**src/hw/rtl/spfc_pkg.sv**
```systemverilog
`default_nettype none

package spfc_pkg;

  // Fixed field widths
  localparam int unsigned FREQ_W   = 22;
  localparam int unsigned MANUAL_W = 9;
  localparam int unsigned PPK_W    = 16;
  localparam int unsigned SPEED_W  = 32;
  localparam int unsigned SET_W    = 24;
  localparam int unsigned OFREQ_W  = 25;
  localparam int unsigned DIVR_W   = 16;

  // Conversion constants
  localparam logic [9:0]        MHZ_TO_MPH    = 10'd1000;
  localparam logic signed [SET_W-1:0] SPEED_MAX_KMPH = 24'sd250;
  localparam logic signed [SET_W-1:0] SPEED_MIN_KMPH = -24'sd50;
  localparam logic [MANUAL_W-1:0] MANUAL_RESET = 9'd75;

  // m/h to km/h: floor(x / 1000) == (x * ceil(2^38 / 1000)) >> 38 for any 32-bit x
  localparam int unsigned KMPH_RECIP_W = 29;
  localparam int unsigned KMPH_SHIFT   = 38;
  localparam logic [KMPH_RECIP_W-1:0] KMPH_RECIP = 29'd274877907;

  // Request kinds on the input tuser
  localparam logic REQ_CAPTURE = 1'b0;
  localparam logic REQ_TICK    = 1'b1;

  // Register map, word index
  typedef enum logic [1:0] {
    REG_OUTPUT_MODE  = 2'd0,
    REG_MANUAL_SPEED = 2'd1,
    REG_IN_PPK       = 2'd2,
    REG_OUT_PPK      = 2'd3
  } reg_idx_e;

  // Operand selection for the shared divider
  typedef enum logic [1:0] {
    DIV_READING,
    DIV_AVERAGE
  } div_sel_e;

  // Controller states
  typedef enum logic [3:0] {
    ST_IDLE,
    ST_READ,
    ST_LOAD,
    ST_DIV,
    ST_AVG,
    ST_AVG_WAIT,
    ST_KMPH,
    ST_CHECK,
    ST_OUT
  } state_e;

  typedef struct packed {
    logic                    manual_mode;
    logic [MANUAL_W-1:0]     manual_speed;
    logic [PPK_W-1:0]        in_ppk;
    logic [PPK_W-1:0]        out_ppk;
  } cfg_t;

  // Controller to datapath
  typedef struct packed {
    logic     cap_we;
    logic     tick_init;
    logic     clr_speed;
    logic     div_start;
    div_sel_e div_sel;
    logic     acc;
    logic     avg_done;
    logic     set_load;
    logic     upd_freq;
    logic     out_load;
  } cmd_t;

  // Datapath to controller
  typedef struct packed {
    logic meas_en;
    logic cnt_zero;
    logic last_reading;
    logic div_busy;
    logic div_done;
    logic out_free;
  } sts_t;

endpackage

`default_nettype wire

```
**src/hw/rtl/spfc_div.sv**
```systemverilog
`default_nettype none

module spfc_div #(
  parameter int unsigned DW = 36
) (
  input  wire logic                           clk_i,
  input  wire logic                           rst_ni,
  input  wire logic                           start_i,
  input  wire logic [DW-1:0]                  dividend_i,
  input  wire logic [spfc_pkg::DIVR_W-1:0]    divisor_i,
  output logic                                busy_o,
  output logic                                done_o,
  output logic [DW-1:0]                       quotient_o
);
  import spfc_pkg::*;

  localparam int unsigned CNT_W = $clog2(DW + 1);

  logic [DW-1:0]     dq_q, dq_d;
  logic [DIVR_W-1:0] rem_q, rem_d;
  logic [DIVR_W-1:0] dvs_q;
  logic [CNT_W-1:0]  cnt_q, cnt_d;
  logic              done_q;
  logic [DIVR_W:0]   trial;
  logic [DIVR_W:0]   diff;
  logic              ge;

  // One quotient bit per cycle, restoring
  always_comb begin
    trial = {rem_q, dq_q[DW-1]};
    diff  = trial - {1'b0, dvs_q};
    ge    = (trial >= {1'b0, dvs_q});
    dq_d  = dq_q;
    rem_d = rem_q;
    cnt_d = cnt_q;
    if (start_i) begin
      dq_d  = dividend_i;
      rem_d = '0;
      cnt_d = CNT_W'(DW);
    end else if (cnt_q != '0) begin
      dq_d  = {dq_q[DW-2:0], ge};
      rem_d = ge ? diff[DIVR_W-1:0] : trial[DIVR_W-1:0];
      cnt_d = cnt_q - 1'b1;
    end
  end

  always_ff @(posedge clk_i or negedge rst_ni) begin
    if (!rst_ni) begin
      cnt_q  <= '0;
      done_q <= 1'b0;
    end else begin
      cnt_q  <= cnt_d;
      done_q <= !start_i && (cnt_q == CNT_W'(1));
    end
  end

  always_ff @(posedge clk_i) begin
    dq_q  <= dq_d;
    rem_q <= rem_d;
    if (start_i) begin
      dvs_q <= divisor_i;
    end
  end

  assign busy_o     = (cnt_q != '0);
  assign done_o     = done_q;
  assign quotient_o = dq_q;

  // Completion only follows a running division
  a_done_after_busy: assert property (@(posedge clk_i) disable iff (!rst_ni)
    done_o |-> $past(busy_o))
    else $error("divider done without a running division");

endmodule

`default_nettype wire

```
**src/hw/rtl/spfc_datapath.sv**
```systemverilog
`default_nettype none

module spfc_datapath #(
  parameter int unsigned RING_DEPTH = 10
) (
  input  wire logic                            clk_i,
  input  wire logic                            rst_ni,
  input  wire spfc_pkg::cfg_t                  cfg_i,
  input  wire spfc_pkg::cmd_t                  cmd_i,
  output spfc_pkg::sts_t                       sts_o,
  input  wire logic [spfc_pkg::FREQ_W-1:0]     freq_i,
  output logic                                 m_valid_o,
  input  wire logic                            m_ready_i,
  output logic [spfc_pkg::OFREQ_W-1:0]         out_freq_o,
  output logic [spfc_pkg::SET_W-1:0]           set_speed_o,
  output logic [spfc_pkg::SPEED_W-1:0]         veh_speed_o,
  output logic                                 out_of_range_o
);
  import spfc_pkg::*;

  localparam int unsigned IDX_W = (RING_DEPTH > 1) ? $clog2(RING_DEPTH) : 1;
  localparam int unsigned CNT_W = $clog2(RING_DEPTH + 1);
  localparam int unsigned SUM_W = SPEED_W + $clog2(RING_DEPTH);
  localparam int unsigned KPROD_W = SPEED_W + KMPH_RECIP_W;
  localparam logic [IDX_W-1:0] LAST_IDX = IDX_W'(RING_DEPTH - 1);

  // Ring of raw captured frequencies
  logic [FREQ_W-1:0] ring_mem [RING_DEPTH];
  logic [FREQ_W-1:0] rdata_q;

  logic [IDX_W-1:0]  wr_idx_q, rd_ptr_q;
  logic [CNT_W-1:0]  cnt_q, k_q;
  logic [SUM_W-1:0]  sum_q;
  logic [SPEED_W-1:0] vspeed_q;
  logic signed [SET_W-1:0]   set_q;
  logic signed [OFREQ_W-1:0] freq_q;
  logic              bad_q;
  logic              m_valid_q;

  // Result register, held while the receiver stalls
  logic [OFREQ_W-1:0] res_freq_q;
  logic [SET_W-1:0]   res_set_q;
  logic [SPEED_W-1:0] res_speed_q;
  logic               res_bad_q;

  logic [SUM_W-1:0]  div_dividend;
  logic [DIVR_W-1:0] div_divisor;
  logic [SUM_W-1:0]  div_quot;
  logic              div_busy, div_done;
  logic [SPEED_W-1:0] scaled;
  logic [KPROD_W-1:0] kmph_prod;
  logic signed [OFREQ_W:0] product;
  logic              bad;

  always_ff @(posedge clk_i) begin
    if (cmd_i.cap_we) begin
      ring_mem[wr_idx_q] <= freq_i;
    end
    rdata_q <= ring_mem[rd_ptr_q];
  end

  // Divider operand selection
  assign scaled = SPEED_W'(rdata_q) * SPEED_W'(MHZ_TO_MPH);

  always_comb begin
    div_dividend = SUM_W'(scaled);
    div_divisor  = cfg_i.in_ppk;
    case (cmd_i.div_sel)
      DIV_AVERAGE: begin
        div_dividend = sum_q;
        div_divisor  = DIVR_W'(cnt_q);
      end
      default: begin
        div_dividend = SUM_W'(scaled);
        div_divisor  = cfg_i.in_ppk;
      end
    endcase
  end

  spfc_div #(
    .DW (SUM_W)
  ) u_div (
    .clk_i      (clk_i),
    .rst_ni     (rst_ni),
    .start_i    (cmd_i.div_start),
    .dividend_i (div_dividend),
    .divisor_i  (div_divisor),
    .busy_o     (div_busy),
    .done_o     (div_done),
    .quotient_o (div_quot)
  );

  // Vehicle speed in km/h by reciprocal multiplication
  assign kmph_prod = KPROD_W'(vspeed_q) * KPROD_W'(KMPH_RECIP);

  // Range check and output scaling
  assign bad     = (set_q > SPEED_MAX_KMPH) || (set_q < SPEED_MIN_KMPH);
  assign product = $signed(set_q[MANUAL_W-1:0]) * $signed({1'b0, cfg_i.out_ppk});

  // Ring write index, reading count, held speed, drive frequency and output valid
  always_ff @(posedge clk_i or negedge rst_ni) begin
    if (!rst_ni) begin
      wr_idx_q <= '0;
      cnt_q    <= '0;
      vspeed_q <= '0;
      freq_q   <= '0;
      m_valid_q <= 1'b0;
    end else begin
      if (cmd_i.cap_we) begin
        wr_idx_q <= (wr_idx_q == LAST_IDX) ? '0 : wr_idx_q + 1'b1;
        if (cnt_q != CNT_W'(RING_DEPTH)) begin
          cnt_q <= cnt_q + 1'b1;
        end
      end
      if (cmd_i.clr_speed) begin
        vspeed_q <= '0;
      end
      if (cmd_i.avg_done) begin
        vspeed_q <= div_quot[SPEED_W-1:0];
        cnt_q    <= '0;
      end
      if (cmd_i.upd_freq && !bad) begin
        freq_q <= product[OFREQ_W-1:0];
      end
      if (cmd_i.out_load) begin
        m_valid_q <= 1'b1;
      end else if (m_ready_i) begin
        m_valid_q <= 1'b0;
      end
    end
  end

  // Tick working registers
  always_ff @(posedge clk_i) begin
    if (cmd_i.tick_init) begin
      rd_ptr_q <= (wr_idx_q == '0) ? LAST_IDX : wr_idx_q - 1'b1;
      k_q      <= '0;
      sum_q    <= '0;
    end
    if (cmd_i.acc) begin
      rd_ptr_q <= (rd_ptr_q == '0) ? LAST_IDX : rd_ptr_q - 1'b1;
      k_q      <= k_q + 1'b1;
      sum_q    <= sum_q + SUM_W'(div_quot[SPEED_W-1:0]);
    end
    if (cmd_i.set_load) begin
      if (cfg_i.manual_mode) begin
        set_q <= SET_W'($signed(cfg_i.manual_speed));
      end else begin
        set_q <= SET_W'(kmph_prod[KPROD_W-1:KMPH_SHIFT]);
      end
    end
    if (cmd_i.upd_freq) begin
      bad_q <= bad;
    end
  end

  // Result register load
  always_ff @(posedge clk_i) begin
    if (cmd_i.out_load) begin
      res_freq_q  <= freq_q;
      res_set_q   <= set_q;
      res_speed_q <= vspeed_q;
      res_bad_q   <= bad_q;
    end
  end

  always_comb begin
    sts_o.meas_en      = (cfg_i.in_ppk != '0);
    sts_o.cnt_zero     = (cnt_q == '0);
    sts_o.last_reading = (CNT_W'(k_q + 1'b1) == cnt_q);
    sts_o.div_busy     = div_busy;
    sts_o.div_done     = div_done;
    sts_o.out_free     = !m_valid_q || m_ready_i;
  end

  assign m_valid_o      = m_valid_q;
  assign out_freq_o     = res_freq_q;
  assign set_speed_o    = res_set_q;
  assign veh_speed_o    = res_speed_q;
  assign out_of_range_o = res_bad_q;

  a_cnt_bound: assert property (@(posedge clk_i) disable iff (!rst_ni)
    cnt_q <= CNT_W'(RING_DEPTH))
    else $error("reading count beyond ring depth");

  a_wr_idx_bound: assert property (@(posedge clk_i) disable iff (!rst_ni)
    wr_idx_q <= LAST_IDX)
    else $error("ring write index out of range");

endmodule

`default_nettype wire

```
**src/hw/rtl/spfc_ctrl.sv**
```systemverilog
`default_nettype none

module spfc_ctrl (
  input  wire logic           clk_i,
  input  wire logic           rst_ni,
  input  wire logic           s_valid_i,
  input  wire logic           s_kind_i,
  output logic                s_ready_o,
  input  wire spfc_pkg::sts_t sts_i,
  output spfc_pkg::cmd_t      cmd_o
);
  import spfc_pkg::*;

  state_e state_q, state_d;
  logic   is_tick;

  assign is_tick = (s_kind_i == REQ_TICK);

  always_ff @(posedge clk_i or negedge rst_ni) begin
    if (!rst_ni) begin
      state_q <= ST_IDLE;
    end else begin
      state_q <= state_d;
    end
  end

  // Next state
  always_comb begin
    state_d = state_q;
    unique case (state_q)
      ST_IDLE: begin
        if (s_valid_i && is_tick) begin
          if (sts_i.meas_en && !sts_i.cnt_zero) begin
            state_d = ST_READ;
          end else begin
            state_d = ST_KMPH;
          end
        end
      end
      ST_READ:  state_d = ST_LOAD;
      ST_LOAD:  state_d = ST_DIV;
      ST_DIV: begin
        if (sts_i.div_done) begin
          state_d = sts_i.last_reading ? ST_AVG : ST_READ;
        end
      end
      ST_AVG:   state_d = ST_AVG_WAIT;
      ST_AVG_WAIT: begin
        if (sts_i.div_done) begin
          state_d = ST_KMPH;
        end
      end
      ST_KMPH:  state_d = ST_CHECK;
      ST_CHECK: state_d = ST_OUT;
      ST_OUT: begin
        if (sts_i.out_free) begin
          state_d = ST_IDLE;
        end
      end
      default:  state_d = ST_IDLE;
    endcase
  end

  // Commands
  always_comb begin
    cmd_o     = '0;
    cmd_o.div_sel = DIV_READING;
    s_ready_o = 1'b0;
    unique case (state_q)
      ST_IDLE: begin
        s_ready_o = 1'b1;
        if (s_valid_i) begin
          cmd_o.cap_we    = !is_tick;
          cmd_o.tick_init = is_tick;
          cmd_o.clr_speed = is_tick && sts_i.meas_en && sts_i.cnt_zero;
        end
      end
      ST_LOAD: begin
        cmd_o.div_start = 1'b1;
        cmd_o.div_sel   = DIV_READING;
      end
      ST_DIV: begin
        cmd_o.acc = sts_i.div_done;
      end
      ST_AVG: begin
        cmd_o.div_start = 1'b1;
        cmd_o.div_sel   = DIV_AVERAGE;
      end
      ST_AVG_WAIT: begin
        cmd_o.div_sel  = DIV_AVERAGE;
        cmd_o.avg_done = sts_i.div_done;
      end
      ST_KMPH: begin
        cmd_o.set_load = 1'b1;
      end
      ST_CHECK: begin
        cmd_o.upd_freq = 1'b1;
      end
      ST_OUT: begin
        cmd_o.out_load = sts_i.out_free;
      end
      default: begin
        cmd_o = '0;
      end
    endcase
  end

  a_div_start_idle: assert property (@(posedge clk_i) disable iff (!rst_ni)
    cmd_o.div_start |-> !sts_i.div_busy)
    else $error("divider started while busy");

  a_out_load_free: assert property (@(posedge clk_i) disable iff (!rst_ni)
    cmd_o.out_load |-> sts_i.out_free)
    else $error("result register overwritten");

  a_acc_on_done: assert property (@(posedge clk_i) disable iff (!rst_ni)
    (cmd_o.acc || cmd_o.avg_done) |-> sts_i.div_done)
    else $error("quotient taken before division finished");

endmodule

`default_nettype wire

```
**src/hw/rtl/speed_pulse_frequency_converter.sv**
```systemverilog
// Speed pulse frequency converter.
//
// Input stream: tuser selects the item kind (0 capture, 1 tick), tdata[21:0]
// carries the captured sensor frequency in mHz. A capture is written into the
// reading ring in the cycle it is accepted and produces no result. A tick
// emits one result, averaging new readings first when in_ppk is nonzero.
// Output stream: tdata holds the drive frequency, set speed and vehicle speed,
// tuser the out-of-range flag. Registers sit on an APB port at word addresses
// 0x0..0xC; the user must write them only when idle, which is not enforced.
//
// Captures are taken back to back, one per cycle, while no tick is in
// progress. A tick runs the bit-serial divider once per reading to average
// and once more for the mean; with nothing to average it skips the divider.
// The next item is taken the cycle after the result is loaded. The result
// register frees the input side: a new item is taken while a result is still
// pending, and a tick stalls before its result only if the previous one has
// not been taken yet. Reset clears the ring write index, the reading count,
// the held speed and frequency and resets the registers; ring contents are
// not cleared, only entries written since the last averaging tick are read.
`default_nettype none

module speed_pulse_frequency_converter #(
  parameter int unsigned RING_DEPTH = 10
) (
  input  wire logic        clk_i,
  input  wire logic        rst_ni,
  // Input items
  input  wire logic        s_axis_tvalid,
  output logic             s_axis_tready,
  input  wire logic [23:0] s_axis_tdata,   // [21:0] frequency_mhz
  input  wire logic        s_axis_tuser,   // [0] req_type
  // Result items
  output logic             m_axis_tvalid,
  input  wire logic        m_axis_tready,
  output logic [87:0]      m_axis_tdata,   // [24:0] output_frequency_mhz,
                                           // [48:25] set_speed_kmph,
                                           // [80:49] vehicle_speed_mph
  output logic             m_axis_tuser,   // [0] speed_out_of_range
  // Configuration
  input  wire logic        psel,
  input  wire logic        penable,
  input  wire logic        pwrite,
  input  wire logic [3:0]  paddr,
  input  wire logic [31:0] pwdata,
  output logic [31:0]      prdata,
  output logic             pready
);
  import spfc_pkg::*;

  cfg_t     cfg_q;
  cmd_t     cmd;
  sts_t     sts;
  reg_idx_e reg_idx;
  logic     cfg_we;

  logic [OFREQ_W-1:0] out_freq;
  logic [SET_W-1:0]   set_speed;
  logic [SPEED_W-1:0] veh_speed;

  // Register file
  assign pready  = 1'b1;
  assign cfg_we  = psel && penable && pwrite;
  assign reg_idx = reg_idx_e'(paddr[3:2]);

  always_ff @(posedge clk_i or negedge rst_ni) begin
    if (!rst_ni) begin
      cfg_q.manual_mode  <= 1'b0;
      cfg_q.manual_speed <= MANUAL_RESET;
      cfg_q.in_ppk       <= '0;
      cfg_q.out_ppk      <= '0;
    end else if (cfg_we) begin
      unique case (reg_idx)
        REG_OUTPUT_MODE:  cfg_q.manual_mode  <= pwdata[0];
        REG_MANUAL_SPEED: cfg_q.manual_speed <= pwdata[MANUAL_W-1:0];
        REG_IN_PPK:       cfg_q.in_ppk       <= pwdata[PPK_W-1:0];
        REG_OUT_PPK:      cfg_q.out_ppk      <= pwdata[PPK_W-1:0];
        default: ;
      endcase
    end
  end

  always_comb begin
    prdata = '0;
    unique case (reg_idx)
      REG_OUTPUT_MODE:  prdata = {31'd0, cfg_q.manual_mode};
      REG_MANUAL_SPEED: prdata = {23'd0, cfg_q.manual_speed};
      REG_IN_PPK:       prdata = {16'd0, cfg_q.in_ppk};
      REG_OUT_PPK:      prdata = {16'd0, cfg_q.out_ppk};
      default:          prdata = '0;
    endcase
  end

  spfc_ctrl u_ctrl (
    .clk_i     (clk_i),
    .rst_ni    (rst_ni),
    .s_valid_i (s_axis_tvalid),
    .s_kind_i  (s_axis_tuser),
    .s_ready_o (s_axis_tready),
    .sts_i     (sts),
    .cmd_o     (cmd)
  );

  spfc_datapath #(
    .RING_DEPTH (RING_DEPTH)
  ) u_datapath (
    .clk_i          (clk_i),
    .rst_ni         (rst_ni),
    .cfg_i          (cfg_q),
    .cmd_i          (cmd),
    .sts_o          (sts),
    .freq_i         (s_axis_tdata[FREQ_W-1:0]),
    .m_valid_o      (m_axis_tvalid),
    .m_ready_i      (m_axis_tready),
    .out_freq_o     (out_freq),
    .set_speed_o    (set_speed),
    .veh_speed_o    (veh_speed),
    .out_of_range_o (m_axis_tuser)
  );

  assign m_axis_tdata = {7'd0, veh_speed, set_speed, out_freq};

endmodule

`default_nettype wire

```
**config.mk**
```make
export PLATFORM = sky130hd
export DESIGN_NAME = speed_pulse_frequency_converter
export DESIGN_NICKNAME = d
export VERILOG_FILES = /design/src/hw/rtl/spfc_pkg.sv /design/src/hw/rtl/spfc_div.sv /design/src/hw/rtl/spfc_datapath.sv /design/src/hw/rtl/spfc_ctrl.sv /design/src/hw/rtl/speed_pulse_frequency_converter.sv
export SDC_FILE = /design/constraint.sdc
export NUM_CORES = 2
export LEC_CHECK = 0
export BUFFER_PORTS_ARGS = -buffer_cell sky130_fd_sc_hd__clkbuf_2
export CAP_MARGIN = 15
export CORE_MARGIN = 1
export CORE_UTILIZATION = 64
export DETAILED_ROUTE_END_ITERATION = 10
export MAX_ROUTING_LAYER = met4
export PLACE_DENSITY = 0.83
export SETUP_SLACK_MARGIN = 0.02
export SLEW_MARGIN = 30
export SYNTH_ARGS = -nofsm -noshare
export SYNTH_HDL_FRONTEND = slang
export SYNTH_SLANG_ARGS = --single-unit
export TNS_END_PERCENT = 30
```
**constraint.sdc**
```tcl
create_clock -name clk_i -period 10.4 [get_ports clk_i]
set_clock_uncertainty 0.15 [all_clocks]
set_input_delay 1.56 -clock clk_i [delete_from_list [all_inputs] [get_ports clk_i]]
set_output_delay 1.56 -clock clk_i [all_outputs]
set_load 0.05 [all_outputs]
```
# ---- Word level (Yosys, flattened, before mapping)
# Memories as Yosys holds them, arrays and structs flattened. A register that Yosys moved wholly into a read port is not among the register bits.
# Cells that the tools add are included.
dict set report word_totals {
  regBits 338
  ramBits 220
  inputBits 68
  output_inout_bits 124
  word_cells 141
  n_memories 1
}
# memory depth word_bits rd rd_clocked_by_memory_dff wr line_no
set mem_list {}
lappend mem_list {u_datapath.ring_mem 10 22 1 1 1 spfc_datapath.sv:28} ;# logic [FREQ_W-1:0] ring_mem [RING_DEPTH];
dict set report op_classes {
  add_sub_neg 8
  mul 3
  order_cmp 3
  eq_ne 20
  n_mux 44
  reduce_logical 36
}
# operator n
set ops {}
lappend ops {{$mux W36} 5}
lappend ops {{$pmux W32 S4} 1}
lappend ops {{$mux W32} 2}
lappend ops {{$mul A32 B29 Y61 const B} 1}
lappend ops {{$mux W4} 15}
lappend ops {{$add A36 B32 Y36} 1}
lappend ops {{$pmux W4 S9} 1}
lappend ops {{$mul A22 B7 Y29 const B} 1}
lappend ops {{$mul A9 B17 Y25} 1}
lappend ops {{$gt A24 B9 Y1 const B} 1}
lappend ops {{$lt A24 B7 Y1 const B} 1}
lappend ops {{$mux W23} 1}
lappend ops {{$ge A17 B16 Y1} 1}
lappend ops {{$eq A4 B3 Y1 const B} 4}
lappend ops {{$logic_not A4 Y1} 4}
lappend ops {{$mux W16} 1}
lappend ops {{$reduce_bool A16 Y1} 1}
lappend ops {{$sub A16 B16 Y16} 1}
lappend ops {{$add A4 B1 Y4 const B} 3}
lappend ops {{$mux W1} 12}
lappend ops {{$mux W3} 4}
lappend ops {{$mux W6} 2}
lappend ops {{$reduce_bool A2 Y1} 6}
lappend ops {{$reduce_and A2 Y1} 5}
lappend ops {{other kinds (19)} 39}

# ---- Logic depth before layout (Yosys ltp)
dict set report depth {
  word_depth 7
  mapped_depth 25
  mapped_depth_nobuf 25
}

# ---- Cells and area by module
# A second synthesis with hierarchy kept.
dict set report hier_totals {
  cells_unflattened 4163
  hier_area_um2 48131.2
}
# module n_inst cells_each area_each_um2
set by_module_without_submodules {}
lappend by_module_without_submodules {spfc_datapath 1 3631 41623.7}
lappend by_module_without_submodules {spfc_div 1 327 3858.7}
lappend by_module_without_submodules {speed_pulse_frequency_converter 1 156 2198.4}
lappend by_module_without_submodules {spfc_ctrl 1 49 450.4}

# ---- Least setup slack after synthesis
# No wires, ideal clock.
dict set report synth_timing {
  path_type {reg2reg}
  from {register u_datapath.vspeed_q[8]}
  to {register u_datapath.set_q[17] (data pin)}
  setup_time_ps 261
  t_arrival_ps 6861
  t_required_ps 9989
  path_slack_ps 3128
  stages_incl_launch_ff 26
  path_buffers 0
  period_less_slack_ps 7272
  cell_sequence {dfrtp_1 -> ha_1 -> fa_1 -> fa_1 -> inv_1 -> fa_1 -> inv_1 -> fa_1 -> inv_1 -> fa_1 -> inv_1 -> fa_1 -> inv_1 -> fa_1 -> inv_1 -> ha_1 -> a211o_1 -> a21oi_1 -> a21oi_1 -> o311ai_2 -> a21boi_0 -> nor3b_2 -> o21bai_1 -> o21ai_1 -> a211oi_1 -> a311o_1}
}
dict set report synth_via {
  elab_chain_cells 2
}
# element line_no
set synth_lines {}
lappend synth_lines {{start: declaration} spfc_datapath.sv:34} ;# logic [SPEED_W-1:0] vspeed_q;
lappend synth_lines {{start signal: assignment} spfc_datapath.sv:119} ;# vspeed_q <= div_quot[SPEED_W-1:0];
lappend synth_lines {{$mul A32 B29 Y61} spfc_datapath.sv:94} ;# assign kmph_prod = KPROD_W'(vspeed_q) * KPROD_W'(KMPH_RECIP);
lappend synth_lines {{$mux W23} spfc_datapath.sv:146} ;# if (cfg_i.manual_mode) begin
lappend synth_lines {{end signal: assignment} spfc_datapath.sv:147} ;# set_q <= SET_W'($signed(cfg_i.manual_speed));
lappend synth_lines {{end signal: assignment} spfc_datapath.sv:149} ;# set_q <= SET_W'(kmph_prod[KPROD_W-1:KMPH_SHIFT]);
lappend synth_lines {{end: declaration} spfc_datapath.sv:35} ;# logic signed [SET_W-1:0] set_q;
# Every way passes these cells.
# A chain may end at the register's enable or synchronous reset.

# ---- Worst setup path in the final report
dict set report layout_timing {
  from {register u_datapath.vspeed_q[7]}
  to {register u_datapath.set_q[17] (data pin)}
}
# Same word-level chain as after synthesis.

==> run_results.csv <==
group,metric,value,unit
worst_setup_path,critical-path-slowest-cell,"sky130_fd_sc_hd__dfrtp_1",
clock_tree,cts_resized,0,
clock_tree,clock_sinks,580,
synth,synth-seq-area-share,0.349,
synth,synth.distinct_cells,83,
sta,worst_slew_pin_slew,0.892,ns
hold_path,min_to,"u_datapath.out_of_range_o",
synth,postSynthAreaPerCell,11.6,µm²
grt,pin_count_of_the_biggest_net_entering_global_routing,83,
flow_run,maxCapViolCount,0,
clock_tree,cts.path.max_buffers,3,
worst_setup_path,critPathMostFrequentCell,"sky130_fd_sc_hd__fa_1",
final_layout,final_nets,5286,
final_layout,final_core_utilization,0.699,
sta,post-route-worst-setup-slack,2.02,ns
placed_design,detailedPlace.worstSlack,2.03,ns
power_and_ir_drop,intPower,0.00938,W
final_layout,post_route_cells_drive_above_1_share,0.105,
sta,post-route-min-period,8.38,ns
clock_tree,clk_latency,0.67,ns
synth,synthFlopType,"sky130_fd_sc_hd__edfxtp_1",
grt,grt_pass1_wl,173000,µm
grt,grt_usage,0.305,
floorplanning,die-width,273,µm
drt,vias,30900,
worst_setup_path,worst-path-max-fanout,13,
grt,grt_antenna_before_repair,2,
power_and_ir_drop,max-vdd-ir-drop,572,µV
sta,slew_headroom,0.405,
grt,globalRouteOverflowTotal,0,
power_and_ir_drop,share_clk_of_total_power,0.129,
power_and_ir_drop,power.switching,0.00824,W
hold_path,hold_path_depth,0,
synth,synthesis.instances,4060,
hold_path,hold_start,"u_datapath.bad_q",
drt,drt_drc_violations_left,0,
worst_setup_path,critPathArrivalTime,8.62,ns
worst_setup_path,r2r_cells,25,
drt,drt-vias-per-instance,5.96,
placed_design,io_buffer_count,147,
worst_setup_path,worst_path_largest_cell_delay,0.81,ns
floorplanning,starting_utilization_of_the_core_area,0.647,
power_and_ir_drop,swShare,0.468,
floorplanning,dieArea,74700,µm²
sta,finalCritPeriodShare,0.805,
drt,final_antenna_net_count,0,
floorplanning,placementRows,99,
sta,slew_violations,0,
synth,synth-warning-count,0,
floorplanning,core_area,72800,µm²
sta,final-setup-viol-count,0,
drt,totalWireLength,108000,µm
worst_setup_path,reg2reg_to,"u_datapath.set_q[17]",
worst_setup_path,critical_path.startpoint_type,"flip-flop",
sta,unrepaired_setup_endpoints_after_global_routing,"no",
synth,ys_async_sr_fraction,0.205,
sta,totalNegativeSetupSlack,0,ns
clock_tree,post_cts_buffers,0,
clock_tree,cts_clock_pin_slew_for_the_worst_setup_and_hold_paths,0.07,ns
drt,detail_route.iter0.violations,2310,
power_and_ir_drop,share_seq_of_total_power,0.189,
clock_tree,tritoncts_buffer_count,60,
final_layout,mostFrequentLayoutCells,"sky130_fd_sc_hd__inv_1, sky130_fd_sc_hd__ha_1, sky130_fd_sc_hd__fa_1",
synth,synth.cell_area,47100,µm²
drt,detail_route.first_pass.iterations,5,
hold_path,hp-class,"reg2reg",
worst_setup_path,critPathCaptureType,"flip-flop",
power_and_ir_drop,report.power.total,0.0176,W
floorplanning,top_level_ports,192,
worst_setup_path,rrSetupSlack,2.02,ns
clock_tree,h-tree-depth,2,
power_and_ir_drop,total_power_per_unit_cell_area,346,nW/µm²
grt,grt_pass1_vias,32500,
sta,clock.fmax,0.119,GHz
synth,synth-seq-cells,580,
synth,synth_edf_count,423,
power_and_ir_drop,p_comb_frac,0.682,
placed_design,gpl.final_weighted_congestion,0.955,
clock_tree,tritoncts_clock_tree,"done",
clock_tree,cts.hold.buffers_added,0,
drt,wl_per_cell,20.8,µm
final_layout,layout_commonest_cell,"sky130_fd_sc_hd__inv_1",
worst_setup_path,timing.setup.critical_path_class,"reg2reg",
final_layout,syn2layout_area_growth,8.03,%
floorplanning,die_height,273,µm
status,status,"completed",
clock_tree,ctsRootBufferMaster,"sky130_fd_sc_hd__clkbuf_16",
worst_setup_path,timing.rr.start,"u_datapath.vspeed_q[7]",
placed_design,dp_hpwl,78600,µm
worst_setup_path,critPathRequiredTime,10.65,ns
sta,timing_hold_violations_final,0,
power_and_ir_drop,power_leakage,24.9,nW
## per-layer routing
layer | global-route usage | part of all wire | vias to the layer above
met5 | - | 0 | -
met4 | 0.113 | 0.037 | 0
met3 | 0.0421 | 0.059 | 258
met2 | 0.503 | 0.50 | 1096
met1 | 0.387 | 0.40 | 15500
li1 | - | - | 14100
## power by group through the flow
stage | clock [W] | combinational, W | sequential, W
3_5_place_dp | 0 | 0.0118 | 0.00336
6_report | 0.00226 | 0.0120 | 0.00333
2_1_floorplan | 0 | 0.00942 | 0.00318
3_3_place_gp | 0 | 0.0113 | 0.00335
5_1_grt | 0.00238 | 0.0136 | 0.00336
4_1_cts | 0.00229 | 0.0120 | 0.00332
## cell type report
class                   count  area [µm²]
inverters                 674        2530
well taps                 959        1200
fillers                  5007       21900
diodes                      1        2.50
clock inverters            40         429
flip-flops and latches    580       16400
clock buffers              74        1690
multi-input cells        2673       27600
repair buffers            180        1000
## synthesized netlist by cell type (all sizes together) (6+ instances only)
cell type	count	area (µm²)
and4	7	61.3
clkbuf	116	435
o21a	12	90.1
o21bai	13	97.6
buf	39	254
o21ai	115	576
inv	673	2530
mux2	72	815
a31oi	26	163
a211oi	36	270
and2	66	413
and3	27	169
or3	10	62.6
a21o	102	766
ha	572	7160
mux2i	48	480
dfxtp	38	761
nand2b	30	188
a211o	6	52.6
nor4	14	87.6
o31ai	10	75.1
xor2	42	368
nand2	235	882
nand4	31	194
nand3	38	190
mux4	45	1010
o211ai	6	45.0
fa	477	9550
or2	7	43.8
nor2	146	548
xnor2	67	587
nor2b	45	282
nor3	33	170
a21oi	182	915
a22o	40	350
edfxtp	423	12700
nor3b	11	87.6
dfrtp	115	2880
## worst max-delay path, delay by kind of cell (launching register included)
| kind | cells | cell delay (ns) |
|---|---|---|
| AND/OR/NAND/NOR | 1 | 0.34 |
| flip-flops | 1 | 0.81 |
| buffers and inverters | 6 | 0.29 |
| AO/OA/AOI/OAI | 9 | 2.32 |
| adder cells (fa/ha/maj) | 9 | 4.19 |
## registers in the layout, summed over array words and instances, names as in the netlist
register	flops
u_datapath.u_div.done_o	1
u_datapath.u_div.quotient_o	36
u_datapath.wr_idx_q	4
u_datapath.vspeed_q	32
cfg_q	42
u_ctrl.state_q	4
u_datapath.out_of_range_o	1
u_datapath.freq_q	25
u_datapath.out_freq_o	25
u_datapath.cnt_q	4
u_datapath.ring_mem	220
u_datapath.bad_q	1
u_datapath.set_q	24
u_datapath.set_speed_o	24
u_datapath.rdata_q	22
u_datapath.m_valid_o	1
u_datapath.k_q	4
u_datapath.rd_ptr_q	4
u_datapath.u_div.dvs_q	16
u_datapath.u_div.cnt_q	6
u_datapath.sum_q	36
u_datapath.veh_speed_o	32
u_datapath.u_div.rem_q	16
## through the flow
step	instances	cell area [µm²]	hold slack (ns)
global placement	5065	48700	0.254
floorplan	4082	47200	0.250
CTS	5179	50900	0.282
global route	5181	50900	0.285
finish	5181	50900	0.283
detailed placement	5065	48800	0.266
## cell families after synthesis
logic type,Yosys count,share of synthesized area
flops,580,0.349
simple gates,713,0.0740
fa+ha+maj,1049,0.355
buf+inv,829,0.0683
xor+xnor,109,0.0203
other cells,2,0.000159
mux,165,0.0490
compound gates,613,0.0845
## how the worst max path moves through the flow
| stage | startpoint | to | cells after the start |
|---|---|---|---|
| detailed placement | u_datapath.vspeed_q[7] | u_datapath.set_q[17] | 25 |
| global route | u_datapath.vspeed_q[7] | u_datapath.set_q[17] | 25 |
| global placement | u_datapath.vspeed_q[7] | u_datapath.set_q[17] | 25 |
| CTS | u_datapath.vspeed_q[7] | u_datapath.set_q[17] | 25 |
| finish | u_datapath.vspeed_q[7] | u_datapath.set_q[17] | 25 |
| floorplan | u_datapath.vspeed_q[8] | u_datapath.set_q[17] | 25 |
No activity file was read; power rests on OpenSTA's default activity.
